File: config.mk
export PLATFORM = sky130hd
export DESIGN_NAME = spiral_order_matrix_reader_unit
export DESIGN_NICKNAME = d
export VERILOG_FILES = /design/src/design/spom_pkg.sv /design/src/design/spom_store.sv /design/src/design/spom_walker.sv /design/src/design/spiral_order_matrix_reader_unit.sv
export SDC_FILE = /design/constraint.sdc
export NUM_CORES = 2
export LEC_CHECK = 0
export ABC_AREA = 1
export BUFFER_PORTS_ARGS = -buffer_cell sky130_fd_sc_hd__buf_2
export CORE_MARGIN = 2
export CORE_UTILIZATION = 55
export DETAILED_ROUTE_END_ITERATION = 10
export PLACE_DENSITY = 0.69
export SYNTH_ARGS = -nofsm -noshare
export SYNTH_HDL_FRONTEND = slang
export SYNTH_SLANG_ARGS = --single-unit
File: constraint.sdc
create_clock -name clk -period 10.3 [get_ports clk]
set_input_delay 0.515 -clock clk [delete_from_list [all_inputs] [get_ports clk]]
set_output_delay 0.515 -clock clk [all_outputs]
set_load 0.02 [all_outputs]
File: src/design/spom_pkg.sv
// ----------------------------------------------------------------------------
// spom_pkg
// Shared types and constants for the spiral-order matrix reader.
// ----------------------------------------------------------------------------
package spom_pkg;

  // Element payload width
  localparam int DATA_W = 32;

  // Configuration port
  localparam int CFG_IDX_W  = 1;
  localparam int CFG_DATA_W = 4;

  // Register indexes
  localparam logic [CFG_IDX_W-1:0] REG_ROWS = 1'd0;
  localparam logic [CFG_IDX_W-1:0] REG_COLS = 1'd1;

  // Register reset values
  localparam logic [CFG_DATA_W-1:0] ROWS_RST = 4'd4;
  localparam logic [CFG_DATA_W-1:0] COLS_RST = 4'd4;

  // Control from the sequencer to the address walker
  typedef struct packed {
    logic start;  // load the first ring at the top-left corner
    logic step;   // move to the next element of the spiral
  } spom_walk_ctl_t;

endpackage

File: src/design/spom_store.sv
// ----------------------------------------------------------------------------
// spom_store
// Matrix element memory: one write port, one read port, registered read data.
// ----------------------------------------------------------------------------
module spom_store #(
  parameter int DEPTH  = 64,
  parameter int ADDR_W = 6
) (
  input  logic                       clk,
  input  logic                       wr_en,
  input  logic [ADDR_W-1:0]          wr_addr,
  input  logic [spom_pkg::DATA_W-1:0] wr_data,
  input  logic                       rd_en,
  input  logic [ADDR_W-1:0]          rd_addr,
  output logic [spom_pkg::DATA_W-1:0] rd_data
);

  logic [spom_pkg::DATA_W-1:0] mem [DEPTH];
  logic [spom_pkg::DATA_W-1:0] rd_data_r;

  // Write port
  always_ff @(posedge clk) begin
    if (wr_en) begin
      mem[wr_addr] <= wr_data;
    end
  end

  // Read port, data valid in the cycle after rd_en
  always_ff @(posedge clk) begin
    if (rd_en) begin
      rd_data_r <= mem[rd_addr];
    end
  end

  assign rd_data = rd_data_r;

endmodule

File: src/design/spom_walker.sv
// ----------------------------------------------------------------------------
// spom_walker
// Spiral address generator: keeps row/column position and the four ring
// boundaries, and moves the store address with one shared adder.
// ----------------------------------------------------------------------------
module spom_walker #(
  parameter int DIM_W   = 4,
  parameter int IDX_W   = 3,
  parameter int ADDR_W  = 6
) (
  input  logic                     clk,
  input  logic                     rst_n,
  input  spom_pkg::spom_walk_ctl_t ctl,
  input  logic [DIM_W-1:0]         nr,
  input  logic [DIM_W-1:0]         nc,
  output logic [ADDR_W-1:0]        addr
);

  // Walk directions
  localparam logic [1:0] DIR_RIGHT = 2'd0;
  localparam logic [1:0] DIR_DOWN  = 2'd1;
  localparam logic [1:0] DIR_LEFT  = 2'd2;
  localparam logic [1:0] DIR_UP    = 2'd3;

  // Address step selects
  localparam logic [1:0] STEP_INC = 2'd0;
  localparam logic [1:0] STEP_DEC = 2'd1;
  localparam logic [1:0] STEP_DN  = 2'd2;
  localparam logic [1:0] STEP_UP  = 2'd3;

  logic [IDX_W-1:0]  r_r, r_nxt, c_r, c_nxt;
  logic [IDX_W-1:0]  top_r, top_nxt, bot_r, bot_nxt;
  logic [IDX_W-1:0]  lft_r, lft_nxt, rgt_r, rgt_nxt;
  logic [1:0]        dir_r, dir_nxt;
  logic [ADDR_W-1:0] addr_r, addr_nxt;
  logic [1:0]        step_sel;
  logic [ADDR_W-1:0] delta;
  logic [ADDR_W-1:0] row_step;
  logic [IDX_W:0]    top_p1;

  assign row_step = ADDR_W'(nc);
  assign top_p1   = {1'b0, top_r} + (IDX_W+1)'(1);

  // Shared address adder
  always_comb begin
    unique case (step_sel)
      STEP_INC: delta = ADDR_W'(1);
      STEP_DEC: delta = {ADDR_W{1'b1}};
      STEP_DN:  delta = row_step;
      STEP_UP:  delta = ADDR_W'(0) - row_step;
      default:  delta = ADDR_W'(0);
    endcase
  end

  // Next position along the spiral
  always_comb begin
    r_nxt    = r_r;
    c_nxt    = c_r;
    top_nxt  = top_r;
    bot_nxt  = bot_r;
    lft_nxt  = lft_r;
    rgt_nxt  = rgt_r;
    dir_nxt  = dir_r;
    step_sel = STEP_INC;
    unique case (dir_r)
      DIR_RIGHT: begin
        if (c_r < rgt_r) begin
          c_nxt    = c_r + IDX_W'(1);
          step_sel = STEP_INC;
        end else begin
          r_nxt    = r_r + IDX_W'(1);
          dir_nxt  = DIR_DOWN;
          step_sel = STEP_DN;
        end
      end
      DIR_DOWN: begin
        if (r_r < bot_r) begin
          r_nxt    = r_r + IDX_W'(1);
          step_sel = STEP_DN;
        end else begin
          c_nxt    = c_r - IDX_W'(1);
          dir_nxt  = DIR_LEFT;
          step_sel = STEP_DEC;
        end
      end
      DIR_LEFT: begin
        if (c_r > lft_r) begin
          c_nxt    = c_r - IDX_W'(1);
          step_sel = STEP_DEC;
        end else begin
          r_nxt    = r_r - IDX_W'(1);
          dir_nxt  = DIR_UP;
          step_sel = STEP_UP;
        end
      end
      DIR_UP: begin
        if ({1'b0, r_r} > top_p1) begin
          r_nxt    = r_r - IDX_W'(1);
          step_sel = STEP_UP;
        end else begin
          // ring done: step right into the next ring and shrink bounds
          c_nxt    = c_r + IDX_W'(1);
          dir_nxt  = DIR_RIGHT;
          step_sel = STEP_INC;
          top_nxt  = top_r + IDX_W'(1);
          bot_nxt  = bot_r - IDX_W'(1);
          lft_nxt  = lft_r + IDX_W'(1);
          rgt_nxt  = rgt_r - IDX_W'(1);
        end
      end
      default: begin
        dir_nxt = DIR_RIGHT;
      end
    endcase
    addr_nxt = addr_r + delta;
  end

  // Position and boundary registers
  always_ff @(posedge clk) begin
    if (!rst_n) begin
      dir_r <= DIR_RIGHT;
    end else if (ctl.start) begin
      dir_r <= DIR_RIGHT;
    end else if (ctl.step) begin
      dir_r <= dir_nxt;
    end
  end

  always_ff @(posedge clk) begin
    if (ctl.start) begin
      r_r    <= '0;
      c_r    <= '0;
      top_r  <= '0;
      lft_r  <= '0;
      bot_r  <= IDX_W'(nr - DIM_W'(1));
      rgt_r  <= IDX_W'(nc - DIM_W'(1));
      addr_r <= '0;
    end else if (ctl.step) begin
      r_r    <= r_nxt;
      c_r    <= c_nxt;
      top_r  <= top_nxt;
      bot_r  <= bot_nxt;
      lft_r  <= lft_nxt;
      rgt_r  <= rgt_nxt;
      addr_r <= addr_nxt;
    end
  end

  assign addr = addr_r;

endmodule

File: src/design/spiral_order_matrix_reader_unit.sv
// ----------------------------------------------------------------------------
// spiral_order_matrix_reader_unit
// Collects a rows x cols matrix in row-major order and replays it in
// clockwise spiral order.
// ----------------------------------------------------------------------------
// Usage:
//   Input channel (in_*): one 32-bit signed element per transaction, in
//   row-major order. in_tready stays high throughout loading.
//   The transaction that completes the matrix starts the replay; the
//   input side then holds in_tready low until the last result is taken.
//   Result channel (out_*): rows*cols transactions in spiral order, with
//   out_tlast on the final one. Each result is read from the store in
//   ST_READ and offered in ST_SEND; the next result is not read until
//   the current one is taken. After the completing input transaction
//   the sequencer passes through ST_READ before out_tvalid rises in
//   ST_SEND.
//   A stalled receiver simply holds the current result in the output
//   register; nothing is lost or repeated.
//   Configuration (cfg_*): index 0 = rows, index 1 = cols, each 1..MAX_DIM
//   (0 reads as 1, larger values as MAX_DIM). Write only while idle.
//   Reset: rows = cols = 4, load count cleared; the element store is not
//   cleared, since only elements of the current load are ever read.
// ----------------------------------------------------------------------------
module spiral_order_matrix_reader_unit #(
  parameter int MAX_DIM = 8
) (
  input  logic                             clk,
  input  logic                             rst_n,
  // Input stream
  input  logic                             in_tvalid,
  output logic                             in_tready,
  input  logic [spom_pkg::DATA_W-1:0]      in_tdata,    // [31:0] value
  // Result stream
  output logic                             out_tvalid,
  input  logic                             out_tready,
  output logic [spom_pkg::DATA_W-1:0]      out_tdata,   // [31:0] value_out
  output logic                             out_tlast,
  // Configuration write port
  input  logic                             cfg_we,
  input  logic [spom_pkg::CFG_IDX_W-1:0]   cfg_idx,
  input  logic [spom_pkg::CFG_DATA_W-1:0]  cfg_wdata
);

  localparam int DEPTH  = MAX_DIM * MAX_DIM;
  localparam int ADDR_W = (DEPTH > 1) ? $clog2(DEPTH) : 1;
  localparam int CNT_W  = $clog2(DEPTH + 1);
  localparam int DIM_W  = $clog2(MAX_DIM + 1);
  localparam int IDX_W  = (MAX_DIM > 1) ? $clog2(MAX_DIM) : 1;

  // Sequencer states
  localparam logic [1:0] ST_LOAD = 2'd0;
  localparam logic [1:0] ST_READ = 2'd1;
  localparam logic [1:0] ST_SEND = 2'd2;

  logic [spom_pkg::CFG_DATA_W-1:0] rows_r, cols_r;
  logic [1:0]                      state_r, state_nxt;
  logic [CNT_W-1:0]                load_cnt_r, load_cnt_nxt;
  logic [CNT_W-1:0]                emit_cnt_r, emit_cnt_nxt;
  logic                            last_r, last_nxt;
  logic [DIM_W-1:0]                nr, nc;
  logic [CNT_W-1:0]                total;
  logic [CNT_W-1:0]                cnt_inc;
  logic                            in_acc, out_acc;
  logic                            wr_en, rd_en;
  logic [ADDR_W-1:0]               rd_addr;
  spom_pkg::spom_walk_ctl_t        walk_ctl;

  // Configuration registers
  always_ff @(posedge clk) begin
    if (!rst_n) begin
      rows_r <= spom_pkg::ROWS_RST;
      cols_r <= spom_pkg::COLS_RST;
    end else if (cfg_we) begin
      unique case (cfg_idx)
        spom_pkg::REG_ROWS: rows_r <= cfg_wdata;
        spom_pkg::REG_COLS: cols_r <= cfg_wdata;
        default: ;
      endcase
    end
  end

  // Clamp dimensions to 1..MAX_DIM
  always_comb begin
    if (rows_r == '0)                nr = DIM_W'(1);
    else if (32'(rows_r) > MAX_DIM)  nr = DIM_W'(MAX_DIM);
    else                             nr = DIM_W'(rows_r);
    if (cols_r == '0)                nc = DIM_W'(1);
    else if (32'(cols_r) > MAX_DIM)  nc = DIM_W'(MAX_DIM);
    else                             nc = DIM_W'(cols_r);
  end

  assign total   = CNT_W'(nr) * CNT_W'(nc);
  assign cnt_inc = load_cnt_r + CNT_W'(1);

  assign in_tready  = (state_r == ST_LOAD);
  assign out_tvalid = (state_r == ST_SEND);
  assign in_acc     = in_tvalid && in_tready;
  assign out_acc    = out_tvalid && out_tready;

  // Store write only inside the store
  assign wr_en = in_acc && (32'(load_cnt_r) < DEPTH);

  // Sequencer
  always_comb begin
    state_nxt     = state_r;
    load_cnt_nxt  = load_cnt_r;
    emit_cnt_nxt  = emit_cnt_r;
    last_nxt      = last_r;
    walk_ctl      = '0;
    rd_en         = 1'b0;
    unique case (state_r)
      ST_LOAD: begin
        if (in_acc) begin
          if (cnt_inc >= total) begin
            load_cnt_nxt   = '0;
            emit_cnt_nxt   = '0;
            walk_ctl.start = 1'b1;
            state_nxt      = ST_READ;
          end else begin
            load_cnt_nxt = cnt_inc;
          end
        end
      end
      ST_READ: begin
        rd_en     = 1'b1;
        last_nxt  = (emit_cnt_r == total - CNT_W'(1));
        state_nxt = ST_SEND;
      end
      ST_SEND: begin
        if (out_acc) begin
          if (last_r) begin
            state_nxt = ST_LOAD;
          end else begin
            emit_cnt_nxt  = emit_cnt_r + CNT_W'(1);
            walk_ctl.step = 1'b1;
            state_nxt     = ST_READ;
          end
        end
      end
      default: begin
        state_nxt = ST_LOAD;
      end
    endcase
  end

  always_ff @(posedge clk) begin
    if (!rst_n) begin
      state_r    <= ST_LOAD;
      load_cnt_r <= '0;
      emit_cnt_r <= '0;
      last_r     <= 1'b0;
    end else begin
      state_r    <= state_nxt;
      load_cnt_r <= load_cnt_nxt;
      emit_cnt_r <= emit_cnt_nxt;
      last_r     <= last_nxt;
    end
  end

  // Spiral address walker
  spom_walker #(
    .DIM_W   (DIM_W),
    .IDX_W   (IDX_W),
    .ADDR_W  (ADDR_W)
  ) u_walker (
    .clk   (clk),
    .rst_n (rst_n),
    .ctl   (walk_ctl),
    .nr    (nr),
    .nc    (nc),
    .addr  (rd_addr)
  );

  // Element store; read data doubles as the output register
  spom_store #(
    .DEPTH  (DEPTH),
    .ADDR_W (ADDR_W)
  ) u_store (
    .clk     (clk),
    .wr_en   (wr_en),
    .wr_addr (load_cnt_r[ADDR_W-1:0]),
    .wr_data (in_tdata),
    .rd_en   (rd_en),
    .rd_addr (rd_addr),
    .rd_data (out_tdata)
  );

  assign out_tlast = last_r;

endmodule
Word level (Yosys, flattened, before mapping)
Memories as Yosys holds them, arrays and structs flattened. A register that Yosys moved wholly into a read port is not among the register bits.
Cells that the tools add are included.
{ "op_classes": {"n_addsub": 16, "multipliers": 1, "n_lt_le_gt_ge": 8, "n_eq_ne": 22, "mux": 53, "bitwise_logic": 3, "n_reduce_logical": 22} }
{ "ops": {"columns": ["op", "count"], "rows": [
  ["two-way mux 3 bit", 16],
  ["two-way mux 7 bit", 5],
  ["one-hot mux 3 bit (4 select lines)", 2],
  ["one-hot mux 6 bit (4 select lines)", 1],
  ["two-way mux 2 bit", 11],
  ["AND reduction 5 bit", 4],
  ["subtractor 3 x 1 -> 3 bit (second input constant)", 6],
  ["two-way mux 4 bit", 4],
  ["inequality test 2 x 1 -> 1 bit (second input constant)", 8],
  ["one-hot mux 2 bit (4 select lines)", 2],
  ["adder 7 x 1 -> 7 bit (second input constant)", 2],
  ["one-hot mux 7 bit (2 select lines)", 1],
  ["adder 3 x 1 -> 3 bit (second input constant)", 4],
  ["equality test 2 bit (second input constant)", 5],
  ["two-way mux 1 bit", 10],
  ["inequality test 2 bit (second input constant)", 5],
  ["AND reduction 3 bit", 3],
  ["greater-than comparator 4 bit (second input constant)", 2],
  ["zero test 4 bit", 2],
  ["equality test 7 bit", 1],
  ["greater-or-equal comparator 7 bit", 1],
  ["less-than comparator 7 bit (second input constant)", 1],
  ["multiplier 4 x 4 -> 7 bit", 1],
  ["subtractor 7 x 1 -> 7 bit (second input constant)", 1],
  ["14 further kinds", 27]
]} }
{ "word_totals": {"regBits": 51, "mem_bits_rw": 2048, "input_bits": 42, "wordCells": 140, "mem_count": 1} }
{ "mem_list": {"columns": ["memory", "words", "word_bits", "rd", "rd_clocked_by_memory_dff", "write_ports", "line", "source"], "rows": [
  ["u_store.mem", 64, 32, 1, 1, 1, "spom_store.sv:18", "logic [spom_pkg::DATA_W-1:0] mem [DEPTH];"]
]} }

Depth between registers and ports, before layout
{ "logic_depth": {"depth_word": 10, "ltp_mapped": 26, "depth_no_buf": 26} }

Modules after synthesis
A second synthesis with hierarchy kept.
{ "hier_totals": {"cells_unflattened": 7329, "hier_area_um2": 86987.2} }
{ "modules_own_cells": {"columns": ["mod", "instances", "cells_each", "area_per_inst_um2", "seq_area_each_um2"], "rows": [
  ["spom_store", 1, 6769, 83058.4, 62459.9],
  ["spiral_order_matrix_reader_unit", 1, 317, 2057.0, 500.5],
  ["spom_walker", 1, 243, 1871.8, 580.6]
]} }

Worst setup path after synthesis
OpenSTA, ideal clock, no wires.
{ "synth_timing": {"kind": "register to register", "startpoint": "register cols_r[3] in the netlist's numbering", "endpoint": "register u_walker.bot_r[2], data pin", "arrival_ns": 3.848, "t_required_ns": 10.048, "setup_slack_ns": 6.200, "path_stages_with_launch": 24, "n_path_buf": 1, "path_cell_list": "dfxtp_1 -> inv_1 -> nand2_1 -> nor2_1 -> fa_1 -> fa_1 -> fa_1 -> nand2_1 -> nand2_1 -> a21oi_1 -> inv_1 -> nand2_1 -> nand2_1 -> ha_1 -> inv_1 -> nor2_1 -> nand2_2 -> a21oi_2 -> buf_2 -> nand2_1 -> o21ai_0 -> ha_1 -> nand3b_1 -> nand2_1"} }
{ "synth_between": {"elab_chain_len": 9} }
{ "synth_rtl": {"columns": ["item", "line", "source"], "rows": [
  ["from (decl)", "spiral_order_matrix_reader_unit.sv:55", "logic [spom_pkg::CFG_DATA_W-1:0] rows_r, cols_r;"],
  ["from (signal assigned)", "spiral_order_matrix_reader_unit.sv:72", "cols_r <= spom_pkg::COLS_RST;"],
  ["from (signal assigned)", "spiral_order_matrix_reader_unit.sv:76", "spom_pkg::REG_COLS: cols_r <= cfg_wdata;"],
  ["greater-than comparator 4 bit", "spiral_order_matrix_reader_unit.sv:88", "else if (32'(cols_r) > MAX_DIM) nc = DIM_W'(MAX_DIM);"],
  ["two-way mux 4 bit", "spiral_order_matrix_reader_unit.sv:88", null],
  ["two-way mux 4 bit *", "spiral_order_matrix_reader_unit.sv:87", "if (cols_r == '0) nc = DIM_W'(1);"],
  ["multiplier 4 x 4 -> 7 bit *", "spiral_order_matrix_reader_unit.sv:92", "assign total = CNT_W'(nr) * CNT_W'(nc);"],
  ["greater-or-equal comparator 7 bit *", "spiral_order_matrix_reader_unit.sv:114", "if (cnt_inc >= total) begin"],
  ["two-way mux 1 bit *", "spiral_order_matrix_reader_unit.sv:114", null],
  ["two-way mux 1 bit *", "spiral_order_matrix_reader_unit.sv:113", "if (in_acc) begin"],
  ["two-way mux 1 bit *", "spiral_order_matrix_reader_unit.sv:111", "unique case (state_r)"],
  ["two-way mux 3 bit *", "spom_walker.sv:130", "if (ctl.start) begin"],
  ["to (signal assigned)", "spom_walker.sv:135", "bot_r <= IDX_W'(nr - DIM_W'(1));"],
  ["to (signal assigned)", "spom_walker.sv:142", "bot_r <= bot_nxt;"],
  ["to (decl)", "spom_walker.sv:32", "logic [IDX_W-1:0] top_r, top_nxt, bot_r, bot_nxt;"]
]} }
Mark *: on every way between the ends. The rest lies on a longest branch, timed or not.
A chain may end at the register's enable or synchronous reset.

Worst setup path in the final report
Ends and elaborated chain as after synthesis.

==> results.json <==
{
  "status": "finished, final reports clean",
  "fmax_ghz": 0.197,
  "finalClockSkew_ns": 0.0307,
  "synth_xor_area_frac": 0.00267,
  "p_switching_uw": 8020,
  "antenna_found_initial": 20,
  "dpl.hpwl_mm": 120,
  "synthAdderAreaFrac": 0.00810,
  "vdd_drop_max_mv": 0.250,
  "wl_mm": 239,
  "final_net_count": 6785,
  "fin_setup_tns_ns": 0,
  "yosysWarnings": 0,
  "mappedNetlistArea_sq_um": 85300,
  "final_max_slew_viol_count": 0,
  "ys_types": 40,
  "synth_top_family_by_area": "simple AND/OR/NAND/NOR gates",
  "track_usage": 0.299,
  "die_h_microns": 398,
  "synth.avg_cell_area_sq_um": 12.7,
  "p_int_uw": 15600,
  "area_delta_synth_final_pct": 10.6,
  "yosys-top-cells-area": "edfxtp_1 (73%), o21ai_0 (6.0%), nor2_1 (5.2%)",
  "ys_seq_elements": 2131,
  "dieArea_sq_um": 158000,
  "vias_per_cell": 6.33,
  "cellLeakagePower_uw": 0.0312,
  "synth_compound_area_frac": 0.107,
  "drc_errors": 0,
  "synth_top_area_frac": 0.734,
  "yosysSeqAreaShare": 0.745,
  "rows": 144,
  "antenna_left": 0,
  "wire_per_inst_microns": 26.8,
  "fillerInstances": 11600,
  "grt_pass1_vias": 53500,
  "max_slew_margin": 0.145,
  "cts_setup_buffers": 0,
  "synth_area_leader_cell": "edfxtp_1",
  "cp_max_fo": 22,
  "worst_slack_ns": 5.23,
  "synth_nets": 6819,
  "clkSinkCount": 2131,
  "clkTransAtPathRegs_ns": 0.06,
  "arrival_ns": 5.77,
  "final_util": 0.612,
  "fin_crit_ns": 5.07,
  "worst-endpoint-required_ns": 11.01,
  "clkPwrFrac": 0.309,
  "gp_congestion": 0.828,
  "grt_max_degree": 265,
  "comb_power_share": 0.276,
  "grt_pass1_wl_mm": 348,
  "hp-class": "primary input to flip-flop",
  "final_cell_mix": "edfxtp_1 (2086), nor2_1 (1109), o21ai_0 (1025)",
  "io_pins": 77,
  "synth_edf_count": 2086,
  "start_kind": "flip-flop",
  "maxCapViolations": 0,
  "synthArstFlopShare": 0,
  "final_common_cell": "edfxtp_1",
  "tightest_slew_ns": 1.28,
  "core_sq_um": 154000,
  "whs_path_depth": 3,
  "switching_share": 0.340,
  "chipWidth_microns": 398,
  "vias": 56400,
  "drt-initial-drc-count": 7676,
  "rsz0062_at_grt": "false",
  "power.density_nw_per_um2": 250,
  "initial_utilization": 0.554,
  "setup_viol": 0,
  "cts_htree_levels": 4,
  "insertion_delay_ns": 0.85,
  "crit_type": "flip-flop to flip-flop",
  "clockBufferDepth": 3,
  "synthCells": 6726,
  "numCtsBuffers": 206,
  "first_pass_iters": 6,
  "power_uw": 23600,
  "hold_viol": 0,
  "cts_tree": "done",
  "crit_path_end_kind": "flip-flop",
  "portBuffers": 76,
  "synth-simple-area-share": 0.109,
  "pwr-share-seq": 0.416,
  "reg2reg_depth": 21,
  "grt_overflow": 0,
  "min_period_over_period": 0.492,
  "ctsRootBufferMaster": "clkbuf_16",
  "drive_gt1_frac": 0.0832,
  "dp_slack_ns": 5.24,
  "synthFlopType": "edfxtp_1",
  "muxShareOfSynthArea": 0
}
power groups by stage:
stage	sequential (uW)	clock [uW]	combinational, uW
2_1_floorplan	9870	0	4560
3_3_place_gp	10000	0	6220
3_5_place_dp	10000	0	6370
4_1_cts	9820	7330	6400
5_1_grt	9830	7660	7150
6_report	9820	7290	6510
cells by family after synthesis:
| family | Yosys count |
|---|---|
| buf+inv | 543 |
| fa+ha+maj | 51 |
| compound gates | 1684 |
| xor+xnor | 26 |
| flops | 2131 |
| simple gates | 2291 |
per-stage QoR:
step	instances	hold WS [ns]	instance area, sq um
5_1_grt	8910	0.0772	94300
3_5_place_dp	8520	0.476	87800
2_1_floorplan	6726	0.449	85300
4_1_cts	8910	0.00948	94300
3_3_place_gp	8520	0.469	87800
6_report	8917	0.0579	94300
Yosys cell counts (2+ instances only):
| cell | number |
|---|---|
| fa_1 | 7 |
| buf_1 | 28 |
| o22ai_1 | 519 |
| o21bai_1 | 3 |
| a21oi_1 | 97 |
| nor3_2 | 3 |
| or2_1 | 29 |
| edfxtp_1 | 2086 |
| o21ai_0 | 1025 |
| o21ai_1 | 34 |
| dfxtp_1 | 45 |
| clkbuf_1 | 306 |
| xor2_1 | 18 |
| buf_8 | 3 |
| inv_2 | 6 |
| buf_6 | 33 |
| ha_1 | 44 |
| nor3_1 | 7 |
| nor2_2 | 2 |
| nor3b_1 | 2 |
| buf_4 | 11 |
| a21o_1 | 2 |
| nand3_1 | 399 |
| nor2_4 | 2 |
| buf_2 | 75 |
| nand3b_1 | 2 |
| xnor2_1 | 8 |
| nand4_1 | 9 |
| inv_1 | 80 |
| nand2_1 | 655 |
| or2_2 | 3 |
| nor2_1 | 1174 |
| nand2_2 | 2 |
final timing paths:
check / start / slack, ns / to
min: cfg_we / 0.06 / cols_r[3]
max reg2reg: cols_r[3] / 5.23 / u_walker.bot_r[2]
min reg2reg: cols_r[0] / 0.48 / cols_r[0]
max: cols_r[3] / 5.23 / u_walker.bot_r[2]
layout make-up:
class                           count  area [sq um]  share of cell area
Clock inverter                    124          1070              0.0113
Inverter                           87           374             0.00397
Antenna cell                        7          17.5            0.000186
Sequential cell                  2131         63600               0.674
Clock buffer                      258          5390              0.0572
Multi-Input combinational cell   4052         19800               0.210
Timing Repair Buffer              214          1550              0.0164
Tap cell                         2044          2560              0.0271
critical path: stages (launching register included):
cell      delay [ns]
dfxtp_1         0.34
inv_1           0.20
nand2_1         0.23
nor2_1          0.18
fa_1            0.45
fa_1            0.52
fa_1            0.45
nand2_1         0.09
nand2_1         0.05
a21oi_1         0.16
inv_1           0.06
nand2_1         0.08
nand2_1         0.08
ha_1            0.28
inv_1           0.04
nor2_1          0.11
nand2_2         0.07
a21oi_2         0.79
o21ai_0         0.25
ha_1            0.27
nand3b_1        0.16
nand2_1         0.07
per-layer routing:
metal / global-route usage / share of wire / up-vias
met5: 0 / 0.00014 / -
met2: 0.470 / 0.47 / 3402
met1: 0.422 / 0.39 / 27800
li1: - / - / 24700
met4: 0.109 / 0.035 / 6
met3: 0.0545 / 0.11 / 506
state kept, by name, indices dropped and copies added (netlist names):
register	flops
u_walker.rgt_r	3
u_walker.lft_r	3
u_walker.dir_r	2
u_store.rd_data	32
emit_cnt_r	7
u_walker.r_r	3
u_walker.c_r	3
u_walker.addr	6
u_walker.top_r	3
u_walker.bot_r	3
out_tlast	1
load_cnt_r	7
cols_r	4
state_r	2
u_store.mem	2048
rows_r	4
timing repair:
action	in CTS	in global routing
hold buffers	8	0
hold endpoints to repair	9	0
resized for setup	0	0
No activity file was read; power rests on OpenSTA's default activity.
